===== src/sv/afcc_pkg.sv =====
// Shared types and constants of the box frustum and clip-plane culler.
`default_nettype none
package afcc_pkg;

    // Field widths fixed by the item format
    localparam int VAL_W    = 32;               // Q16.16 coordinate or coefficient
    localparam int COEF_W   = VAL_W + 1;        // row sum or difference
    localparam int PROD_W   = COEF_W + VAL_W;   // exact product
    localparam int ACC_W    = PROD_W + 3;       // three products plus scaled offset
    localparam int SLOT_W   = 3;
    localparam int CPLANE_W = 4;                // holds a clip plane index up to 15

    localparam int DEF_MAX_CLIP_PLANES = 8;
    localparam int DEF_FRAC_BITS       = 16;

    // Item kinds
    typedef logic [1:0] t_kind;
    localparam t_kind KIND_LOAD_MAT  = 2'd0;
    localparam t_kind KIND_LOAD_CLIP = 2'd1;
    localparam t_kind KIND_TEST      = 2'd2;

    // Result causes
    typedef logic [1:0] t_cause;
    localparam t_cause CAUSE_NONE    = 2'd0;
    localparam t_cause CAUSE_FRUSTUM = 2'd1;
    localparam t_cause CAUSE_CLIP    = 2'd2;

    // Sequencer steps within one plane
    localparam logic [1:0] STEP_FIRST = 2'd0;
    localparam logic [1:0] STEP_MID1  = 2'd1;
    localparam logic [1:0] STEP_MID2  = 2'd2;
    localparam logic [1:0] STEP_LAST  = 2'd3;

    localparam logic [2:0] FPLANE_LAST = 3'd5;

    typedef enum logic [1:0] {
        ST_IDLE,
        ST_FRUST,
        ST_CLIP,
        ST_RESULT
    } t_state;

    // Write request into the plane store
    typedef struct packed {
        logic                        mat_we;
        logic                        clip_we;
        logic [SLOT_W-1:0]           slot;
        logic                        flag;
        logic [3:0][VAL_W-1:0]       val;
    } t_load;

    // Which plane coefficient the sequencer wants
    typedef struct packed {
        logic                is_clip;
        logic [2:0]          fplane;
        logic [CPLANE_W-1:0] cplane;
        logic [1:0]          axis;
    } t_sel;

    // Multiply-accumulate controls
    typedef struct packed {
        logic load_off;
        logic mul;
        logic acc;
    } t_mac_ctl;

endpackage
`default_nettype wire


===== src/sv/afcc_mac.sv =====
// Shared multiply-accumulate unit with plane sign test.
`default_nettype none
module afcc_mac #(
    parameter int FRAC_BITS = afcc_pkg::DEF_FRAC_BITS
) (
    input  wire                                  i_clk,
    input  afcc_pkg::t_mac_ctl                   i_ctl,
    input  wire signed [afcc_pkg::COEF_W-1:0]    i_coef,
    input  wire signed [afcc_pkg::VAL_W-1:0]     i_coord,
    input  wire signed [afcc_pkg::COEF_W-1:0]    i_off,
    output logic                                 o_below
);
    import afcc_pkg::*;

    logic signed [PROD_W-1:0] r_prod;
    logic signed [ACC_W-1:0]  r_acc;
    logic signed [ACC_W-1:0]  w_off;
    logic signed [ACC_W-1:0]  w_sum;

    // Offset brought into the product scale
    assign w_off = {{(ACC_W-COEF_W-FRAC_BITS){i_off[COEF_W-1]}}, i_off, {FRAC_BITS{1'b0}}};
    assign w_sum = r_acc + ACC_W'(r_prod);

    always_ff @(posedge i_clk) begin
        if (i_ctl.mul) begin
            r_prod <= i_coef * i_coord;
        end
        if (i_ctl.load_off) begin
            r_acc <= w_off;
        end else if (i_ctl.acc) begin
            r_acc <= w_sum;
        end
    end

    // Exact sum, so its sign bit is the "< 0" test
    assign o_below = w_sum[ACC_W-1];

endmodule
`default_nettype wire


===== config.mk =====
export PLATFORM = sky130hd
export DESIGN_NAME = afcc_mac
export DESIGN_NICKNAME = d
export VERILOG_FILES = /design/src/sv/afcc_pkg.sv /design/src/sv/afcc_mac.sv
export SDC_FILE = /design/constraint.sdc
export NUM_CORES = 2
export LEC_CHECK = 0
export ABC_AREA = 1
export CAP_MARGIN = 20
export CORE_MARGIN = 4
export CORE_UTILIZATION = 35
export CTS_CLUSTER_DIAMETER = 120
export DETAILED_ROUTE_END_ITERATION = 8
export DONT_BUFFER_PORTS = 1
export SETUP_SLACK_MARGIN = 0.05
export SYNTH_ARGS = -nofsm -noshare
export SYNTH_HDL_FRONTEND = slang
export SYNTH_SLANG_ARGS = --single-unit

===== constraint.sdc =====
create_clock -name i_clk -period 23.1 [get_ports i_clk]
set_clock_uncertainty 0.05 [all_clocks]
set_input_delay 3.465 -clock i_clk [delete_from_list [all_inputs] [get_ports i_clk]]
set_output_delay 3.465 -clock i_clk [all_outputs]
set_load 0.1 [all_outputs]

==> summary.txt <==
Floorplanning
  – Die W: 384 µm
  – Total core area: 140000 µm²
  – Die height: 384 µm
  – IO Pins: 103
  – Starting density of the core: 0.353
  – # rows: 137
  – Die Area: 147000 µm²

Yosys
  – Yosys top cell area share: 0.451
  – Cell taking the most area after synthesis: fa_1
  – Avg Cell Area, Syn: a little under 8 µm²
  – Post-Synthesis Cells: 6418
  – Syn Std Cell Area: 49400 µm²
  – Net count after synthesis: 7886
  – Cell types occupying the most area after synthesis: fa_1 45%, inv_1 14%, nand2_1 14%
  – Main flop type after synthesis: edfxtp_1
  – Post-synthesis sequential area ratio: 0.0777
  – Synthesis Warnings: 0
  – Number of synthesized register bits: 133
  – Post-synth ARST share: 0
  – Post-synth EDFFs: around 120
  – Library cells used by synthesis: 45

Cells and area
  – Final nets: 7670
  – P&R area growth vs syn: 4.24%
  – Layout cells sized above 1: 0.0228
  – Most common cell after layout, fill and taps aside: inv_1
  – Final std cells w/o fill: 8092
  – Commonest non-fill, non-tap cells in the layout: 1857 x inv_1, 1816 x nand2_1, 1113 x fa_1
  – Final instance area: ~51000 µm²

Critical path
  – Crit-path max cell delay: 0.87 ns
  – CP endpoint kind: register
  – Startpoint Class: primary input
  – Crit path kind: in -> reg
  – Arrival @ worst endpoint: 10.77 ns
  – Crit-path max FO: 33
  – Slowest-stage cell, CP: fa_1
  – CP required: 23.29 ns

STA
  – Final-report max-slew violation count: 0
  – Slew HR: 0.355
  – Tmin final: 10.57 ns
  – Final setup vio count: 0
  – Fmax: between 0.09 and 0.1 GHz
  – Worst-Margin Slew: 0.965 ns
  – Setup TNS: 0 ns
  – Hold violation total from the final report: 0
  – RSZ-0062 raised after global routing: false
  – Final Cycle Share: 0.458
  – Hold slack: 0.416 ns

Global route
  – First-pass GRT wire length: 249000 µm
  – Largest net degree at the start of global routing: 66
  – GRT overflow: 0
  – Gr usage total: 0.220
  – Vias in the first global route: 42435
  – Initial antenna violation count: 1

Route
  – Vias: 39005
  – Routed len/inst: 19.5 µm
  – DRC: 0
  – Final wirelength: about 160000 µm
  – Via/cell ratio: 4.82
  – Remaining antenna violation count: 0
  – DR iter-0 viols: 2834
  – Pre-Repair DR Iteration Count: 5

CTS
  – Clk pin slew, worst setup/hold paths: 0.07 ns
  – TritonCTS clock tree: done
  – TritonCTS Sinks: around 130
  – Clock root buffer: clkbuf_16
  – Max clock buf depth: 2
  – Post-cts gate resize count: 0
  – Worst skew pair latency: about 0.49 ns
  – CTS Buf Count: 17
  – Postcts setup bufs: 0
  – H-tree levels: 4
  – CTS Hold Buffers Added: 0

Worst hold path
  – Min-delay worst type: reg -> reg

Place
  – Final GP Congestion: 0.976
  – PortBufs: 0
  – Detail Placement HPWL: about 130000 µm
  – Placed Area: 50900 µm²
  – Placed Cells incl. Taps: 8059

Job
  – Max-cap violations: 0

Run status
  – Status: finished, final reports clean
-- layout make-up --
class | count | area, µm²
Tap cell | 1876 | 2350
Sequential cell | 133 | 3830
Inverter | 1874 | 7030
Multi-Input combinational cell | 4171 | 37600
Timing Repair Buffer | 5 | 37.5
Antenna cell | 1 | 2.50
Clock inverter | 15 | 183
Fill cell | 14712 | 88400
Clock buffer | 17 | 425
-- worst paths after layout --
kind                                 start         end  slack, ns  cells after the start
worst max-delay path            i_coord[5]  r_prod[55]      12.53                     26
worst min-delay path              r_acc[0]    r_acc[0]       0.42                      2
worst max register to register   r_prod[0]   r_acc[56]      19.82                     15
worst min register to register    r_acc[0]    r_acc[0]       0.42                      2
-- metal layers --
layer	part of all wire	vias up	track usage
met5	0	-	0
met4	0.022	0	0.0510
met3	0.072	207	0.0382
met2	0.47	1336	0.369
met1	0.43	19655	0.297
li1	-	17807	-
-- cells by family after synthesis --
logic type / count (synthesis) / share of synthesized area
buf+inv: 2114 / 0.161
compound gates: 345 / 0.0390
xor+xnor: 68 / 0.0121
flops: 133 / 0.0777
simple gates: 2392 / 0.195
fa+ha+maj: 1366 / 0.515
-- worst max-delay path: cells and delay by family --
family / cells / cell delay, ns
buf+inv: 9 / 1.27
simple gates: 8 / 1.19
fa+ha+maj: 9 / 4.81
-- sequential cells by signal (all words and copies together), names as in the netlist --
signal  flops
r_acc      68
r_prod     65
-- cell usage after synthesis, types with 14 or more instances --
cell      count
o22ai_1      15
o21ai_0      89
xor2_1       41
nor2_2       26
clkbuf_1    228
dfxtp_1      16
nand2_2      30
xnor2_1      27
nand3_1     141
nand4_1      27
nor2_1      279
nand3b_1     18
nor4_1       14
ha_1        253
nand2_1    1816
edfxtp_1    117
o21bai_1     27
fa_1       1113
a21oi_1     165
inv_1      1857
-- through the flow --
step / utilization / setup slack, ns
after detailed placement: 0.364 / 12.02
after global routing: 0.368 / 12.01
final: 0.368 / 12.53
after CTS: 0.368 / 12.54
after floorplan: - / 12.65
after global placement: 0.364 / 12.05
Power is left out: the tool's default activity adds up to more than one toggle a clock period on the data nets, which glitch-free logic cannot reach.
