**src/sv/afcc_pkg.sv**
```systemverilog
// Shared types and constants of the box frustum and clip-plane culler.
`default_nettype none
package afcc_pkg;

    // Field widths fixed by the item format
    localparam int VAL_W    = 32;               // Q16.16 coordinate or coefficient
    localparam int COEF_W   = VAL_W + 1;        // row sum or difference
    localparam int PROD_W   = COEF_W + VAL_W;   // exact product
    localparam int ACC_W    = PROD_W + 3;       // three products plus scaled offset
    localparam int SLOT_W   = 3;
    localparam int CPLANE_W = 4;                // holds a clip plane index up to 15

    localparam int DEF_MAX_CLIP_PLANES = 8;
    localparam int DEF_FRAC_BITS       = 16;

    // Item kinds
    typedef logic [1:0] t_kind;
    localparam t_kind KIND_LOAD_MAT  = 2'd0;
    localparam t_kind KIND_LOAD_CLIP = 2'd1;
    localparam t_kind KIND_TEST      = 2'd2;

    // Result causes
    typedef logic [1:0] t_cause;
    localparam t_cause CAUSE_NONE    = 2'd0;
    localparam t_cause CAUSE_FRUSTUM = 2'd1;
    localparam t_cause CAUSE_CLIP    = 2'd2;

    // Sequencer steps within one plane
    localparam logic [1:0] STEP_FIRST = 2'd0;
    localparam logic [1:0] STEP_MID1  = 2'd1;
    localparam logic [1:0] STEP_MID2  = 2'd2;
    localparam logic [1:0] STEP_LAST  = 2'd3;

    localparam logic [2:0] FPLANE_LAST = 3'd5;

    typedef enum logic [1:0] {
        ST_IDLE,
        ST_FRUST,
        ST_CLIP,
        ST_RESULT
    } t_state;

    // Write request into the plane store
    typedef struct packed {
        logic                        mat_we;
        logic                        clip_we;
        logic [SLOT_W-1:0]           slot;
        logic                        flag;
        logic [3:0][VAL_W-1:0]       val;
    } t_load;

    // Which plane coefficient the sequencer wants
    typedef struct packed {
        logic                is_clip;
        logic [2:0]          fplane;
        logic [CPLANE_W-1:0] cplane;
        logic [1:0]          axis;
    } t_sel;

    // Multiply-accumulate controls
    typedef struct packed {
        logic load_off;
        logic mul;
        logic acc;
    } t_mac_ctl;

endpackage
`default_nettype wire

```
**src/sv/afcc_store.sv**
```systemverilog
// Plane store: view-projection matrix, clip planes and coefficient selection.
`default_nettype none
module afcc_store #(
    parameter int MAX_CLIP_PLANES = afcc_pkg::DEF_MAX_CLIP_PLANES
) (
    input  wire                                   i_clk,
    input  wire                                   i_rst_n,
    input  afcc_pkg::t_load                       i_load,
    input  afcc_pkg::t_sel                        i_sel,
    output logic signed [afcc_pkg::COEF_W-1:0]    o_coef,
    output logic signed [afcc_pkg::COEF_W-1:0]    o_off,
    output logic                                  o_enabled
);
    import afcc_pkg::*;

    localparam int IDX_W = (MAX_CLIP_PLANES > 1) ? $clog2(MAX_CLIP_PLANES) : 1;
    localparam int SEXT_W = 5;

    // r_mat[column][row]
    logic [VAL_W-1:0] r_mat [4][4];
    logic [VAL_W-1:0] r_nx  [MAX_CLIP_PLANES];
    logic [VAL_W-1:0] r_ny  [MAX_CLIP_PLANES];
    logic [VAL_W-1:0] r_nz  [MAX_CLIP_PLANES];
    logic [VAL_W-1:0] r_off [MAX_CLIP_PLANES];
    logic [MAX_CLIP_PLANES-1:0] r_en;

    logic [SEXT_W-1:0] w_slot_ext;
    logic              w_clip_ok;
    logic [IDX_W-1:0]  w_widx;
    logic [IDX_W-1:0]  w_ridx;
    logic [1:0]        w_row;
    logic signed [COEF_W-1:0] w_a, w_b, w_oa, w_ob, w_cn;

    assign w_slot_ext = SEXT_W'(i_load.slot);
    assign w_clip_ok  = w_slot_ext < SEXT_W'(MAX_CLIP_PLANES);
    assign w_widx     = w_slot_ext[IDX_W-1:0];
    assign w_ridx     = i_sel.cplane[IDX_W-1:0];

    // Matrix resets to zero since it is read as soon as the camera is on
    always_ff @(posedge i_clk) begin
        if (!i_rst_n) begin
            for (int c = 0; c < 4; c++) begin
                for (int r = 0; r < 4; r++) begin
                    r_mat[c][r] <= '0;
                end
            end
        end else if (i_load.mat_we && !i_load.slot[2]) begin
            for (int r = 0; r < 4; r++) begin
                r_mat[i_load.slot[1:0]][r] <= i_load.val[r];
            end
        end
    end

    always_ff @(posedge i_clk) begin
        if (!i_rst_n) begin
            r_en <= '0;
        end else if (i_load.clip_we && w_clip_ok) begin
            r_en[w_widx] <= i_load.flag;
        end
    end

    // Plane data only read once enabled, so no reset
    always_ff @(posedge i_clk) begin
        if (i_load.clip_we && w_clip_ok) begin
            r_nx[w_widx]  <= i_load.val[0];
            r_ny[w_widx]  <= i_load.val[1];
            r_nz[w_widx]  <= i_load.val[2];
            r_off[w_widx] <= i_load.val[3];
        end
    end

    // Frustum plane: row 3 plus/minus row (fplane / 2)
    assign w_row = i_sel.fplane[2:1];
    assign w_a   = COEF_W'($signed(r_mat[i_sel.axis][3]));
    assign w_b   = COEF_W'($signed(r_mat[i_sel.axis][w_row]));
    assign w_oa  = COEF_W'($signed(r_mat[3][3]));
    assign w_ob  = COEF_W'($signed(r_mat[3][w_row]));

    always_comb begin
        case (i_sel.axis)
            2'd0:    w_cn = COEF_W'($signed(r_nx[w_ridx]));
            2'd1:    w_cn = COEF_W'($signed(r_ny[w_ridx]));
            2'd2:    w_cn = COEF_W'($signed(r_nz[w_ridx]));
            default: w_cn = '0;
        endcase
    end

    always_comb begin
        if (i_sel.is_clip) begin
            o_coef = w_cn;
            o_off  = COEF_W'($signed(r_off[w_ridx]));
        end else if (i_sel.fplane[0]) begin
            o_coef = w_a - w_b;
            o_off  = w_oa - w_ob;
        end else begin
            o_coef = w_a + w_b;
            o_off  = w_oa + w_ob;
        end
    end

    assign o_enabled = r_en[w_ridx];

endmodule
`default_nettype wire

```
**config.mk**
```make
export PLATFORM = sky130hd
export DESIGN_NAME = afcc_store
export DESIGN_NICKNAME = d
export VERILOG_FILES = /design/src/sv/afcc_pkg.sv /design/src/sv/afcc_store.sv
export SDC_FILE = /design/constraint.sdc
export NUM_CORES = 2
export LEC_CHECK = 0
export ABC_AREA = 1
export BUFFER_PORTS_ARGS = -buffer_cell sky130_fd_sc_hd__buf_2
export CAP_MARGIN = 0
export CORE_MARGIN = 2
export CORE_UTILIZATION = 52
export DETAILED_ROUTE_END_ITERATION = 8
export PLACE_DENSITY = 0.68
export SLEW_MARGIN = 10
export SYNTH_ARGS = -nofsm -noshare
export SYNTH_HDL_FRONTEND = slang
export SYNTH_SLANG_ARGS = --single-unit
```
**constraint.sdc**
```tcl
create_clock -name i_clk -period 8.9 [get_ports i_clk]
set_input_delay 0.89 -clock i_clk [delete_from_list [all_inputs] [get_ports i_clk]]
set_output_delay 0.89 -clock i_clk [all_outputs]
set_load 0.1 [all_outputs]
```
==> metrics.txt <==
Rel. slew slack=17.4%; Clk Latency, worst-skew pair=0.80 ns; Synth Cell Area=70,000 um2; Max Clock Skew=0 ns; worst r2r src=r_en[6]$_SDFFE_PN0P_; hold endpoint=r_off[6][0]$_DFFE_PP_; Slew Limit Fails=0; setup TNS=0 ns; layout cell share with drive strength beyond 1=8.63%; Clock power frac=35.8%; Switching Fraction=29.1%; max_cap viols=0; I/O pin cnt=213; Worst setup EP type=output port; GPL Wtd Cong=0.954; most frequent cells after synthesis=edfxtp_1 (1,536), nand2_1 (1,282), nor2_1 (1,125); Avg Vias per Cell=6.03; die area=138,000 um2; Post-synth EDFFs=1,536; Post-Syn Nets=6,561; top cells by area, synth=edfxtp_1 (66%), nand2_1 (6.9%), nor2_1 (6.0%), o21ai_0 (3.2%), mux2i_1 (2.5%); leading register cell type out of synthesis=edfxtp_1; Worst R2R Path Depth=2; die width=371 um; CTS Buf Count=159; Synth area leader=edfxtp_1; WS Path Type=in -> out; DRC viols=0; Core ar.=133,000 um2; IO buf count=211; Fin. Hold Viols=0; Cells after Synth=6,347; total power=17.5 mW; drt pass-1 iters=6; Starting DRT DRC Count=6,301; crit path DAT=6.86 ns; crit-path max cell delay=0.64 ns; die height=371 um; RSZ-0062 raised after global routing=no; first-pass GRT wire length=303,000 um; async set-or-reset flop fraction in the synthesized netlist=0%; pwr/cell area=226 nW/um2; Critical Path Most Common Cell=nand2_1; Comb pwr share=16.2%; static leakage=28.8 nW; Post-Syn Area per Cell=11.0 um2; Starting Density=52.4%; Synth-to-Final Area Change=10.6%; vias in the first global route=47,109; Setup crit start kind=input port; YS warnings=0; GRT Total Usage=29.6%; Max VDD drop=0.000251 V; run status=finished clean; CTS tree=yes; Critical Path Start=i_sel[1]; number of antenna violations at the first check in global routing=29; Slew @ Worst Pin=1.24 ns; fillers=11,048; nets=6,632; CTS Hold Buffers Added=0; Multi-input gate area=21,100 um2; Distinct cells, synth=58; fmax=0.129 GHz; P_sw=5.09 mW; Resized cells post-CTS=0; number of core rows=134; clk sink count=1,544; worst-path maximum fanout=58; Hold Crit Depth=1; Tmin final=7.75 ns; hold path startpoint=i_load[96]; top cell type's share of synthesized area=65.9%; WL/cell=24.8 um; post-CTS setup buffers=0; clk root buf=clkbuf_16; internal cell power=12.4 mW; Critical Path RT=8.01 ns; smallest hold slack=0.370 ns; htree depth=4; largest net degree at the start of global routing=206; count leader, synth=edfxtp_1; Longest Clk Path Bufs=3; DRT Wirelength=206,000 um; Seq pwr share=48.1%; hpwl dp=128,000 um; Sequential cell area=46,300 um2; endpoints failing setup=0; min-delay worst type=in -> reg; Detail Route Antenna Nets=0; fin crit share=87.0%; Slowest cell on crit path=buf_4; worst r2r dst=r_en[6]$_SDFFE_PN0P_; flops & latches, synth=1,544; final core occ=58.0%; via count=50,159; R2R Setup Slk=8.24 ns; Seq/Total Area, Yosys=66.1%; Overflow after GRT=0; clk slew on worst S/H paths=0.06 ns
## sequential cells by signal, indices dropped and copies added (netlist names)
name / cells
r_mat: 512
r_nx: 256
r_ny: 256
r_off: 256
r_en: 8
r_nz: 256
## metrics by stage
stage          area (um2)  instances  setup WS (ns)
3_3_place_gp        72600       8025           1.23
3_5_place_dp        72600       8025           1.22
2_1_floorplan       70000       6347           1.80
4_1_cts             77400       8307           1.20
6_report            77400       8312           1.15
5_1_grt             77400       8310          0.734
## cells in the final DEF (no fill, tap or decap), types with 10 or more instances in the layout
cell       instances
nand3_1          287
o32ai_1           81
mux2i_1          174
nor2_4            12
ha_1              66
o22a_1            17
nor2_2            10
nand2_1         1278
buf_12            13
o21a_1            10
buf_4             79
edfxtp_1        1536
o221ai_1         174
nor3_1            23
nand4_1           46
o21ai_1           11
inv_1            262
o21ai_0          445
buf_2            200
o211ai_1          75
clkinv_1          36
inv_2             11
nor2_1          1116
clkinv_2          23
xnor2_1           43
a31oi_1           13
clkbuf_16        160
clkbuf_1          44
a21oi_1          126
xor2_1            43
## area by class of cell
class                           count  area share [%]
Antenna cell                        5          0.0162
Clock buffer                      204            5.38
Clock inverter                     78           0.844
Inverter                          280            1.38
Multi-Input combinational cell   4137            27.3
Sequential cell                  1544            59.8
Tap cell                         1768            2.86
Timing Repair Buffer              296            2.46
## critical path: cells and delay by family
kind / cells / cell delay, ns
AND/OR/NAND/NOR: 11 / 1.26
buffers and inverters: 7 / 1.91
XOR/XNOR: 1 / 0.14
adder cells (fa/ha/maj): 2 / 0.56
AO/OA/AOI/OAI: 8 / 2.04
## cell families after synthesis
kind of cell | synth area share (%)
AND/OR/NAND/NOR | 16.0
XOR/XNOR | 1.08
adder cells (fa/ha/maj) | 1.24
multiplexers | 2.49
buffers and inverters | 3.91
AO/OA/AOI/OAI | 9.17
flip-flops | 66.1
## metal layers
layer  part of all wire (%)  track usage, %  wire, um
met5                  0.066               0       137
met4                    2.9            8.85      6010
met3                    9.8            5.36     20100
met2                     46            46.0     94500
met1                     41            42.8     85600
## worst max-delay path by stage
stage                                      end  cells past startpoint
after floorplan           r_nx[0][0]$_DFFE_PP_                      3
after global placement              o_coef[25]                     25
after detailed placement            o_coef[25]                     27
after CTS                           o_coef[25]                     27
after global routing                o_coef[29]                     29
final                               o_coef[29]                     29
## power groups by stage
| stage | registers, mW | clock network, mW | logic (mW) |
|---|---|---|---|
| after floorplan | 8.56 | 0 | 1.89 |
| after global placement | 8.55 | 0 | 2.76 |
| after detailed placement | 8.56 | 0 | 2.78 |
| after CTS | 8.41 | 6.31 | 2.79 |
| after global routing | 8.44 | 6.58 | 3.02 |
| final | 8.42 | 6.26 | 2.83 |
No activity file was read; power rests on OpenSTA's default activity.
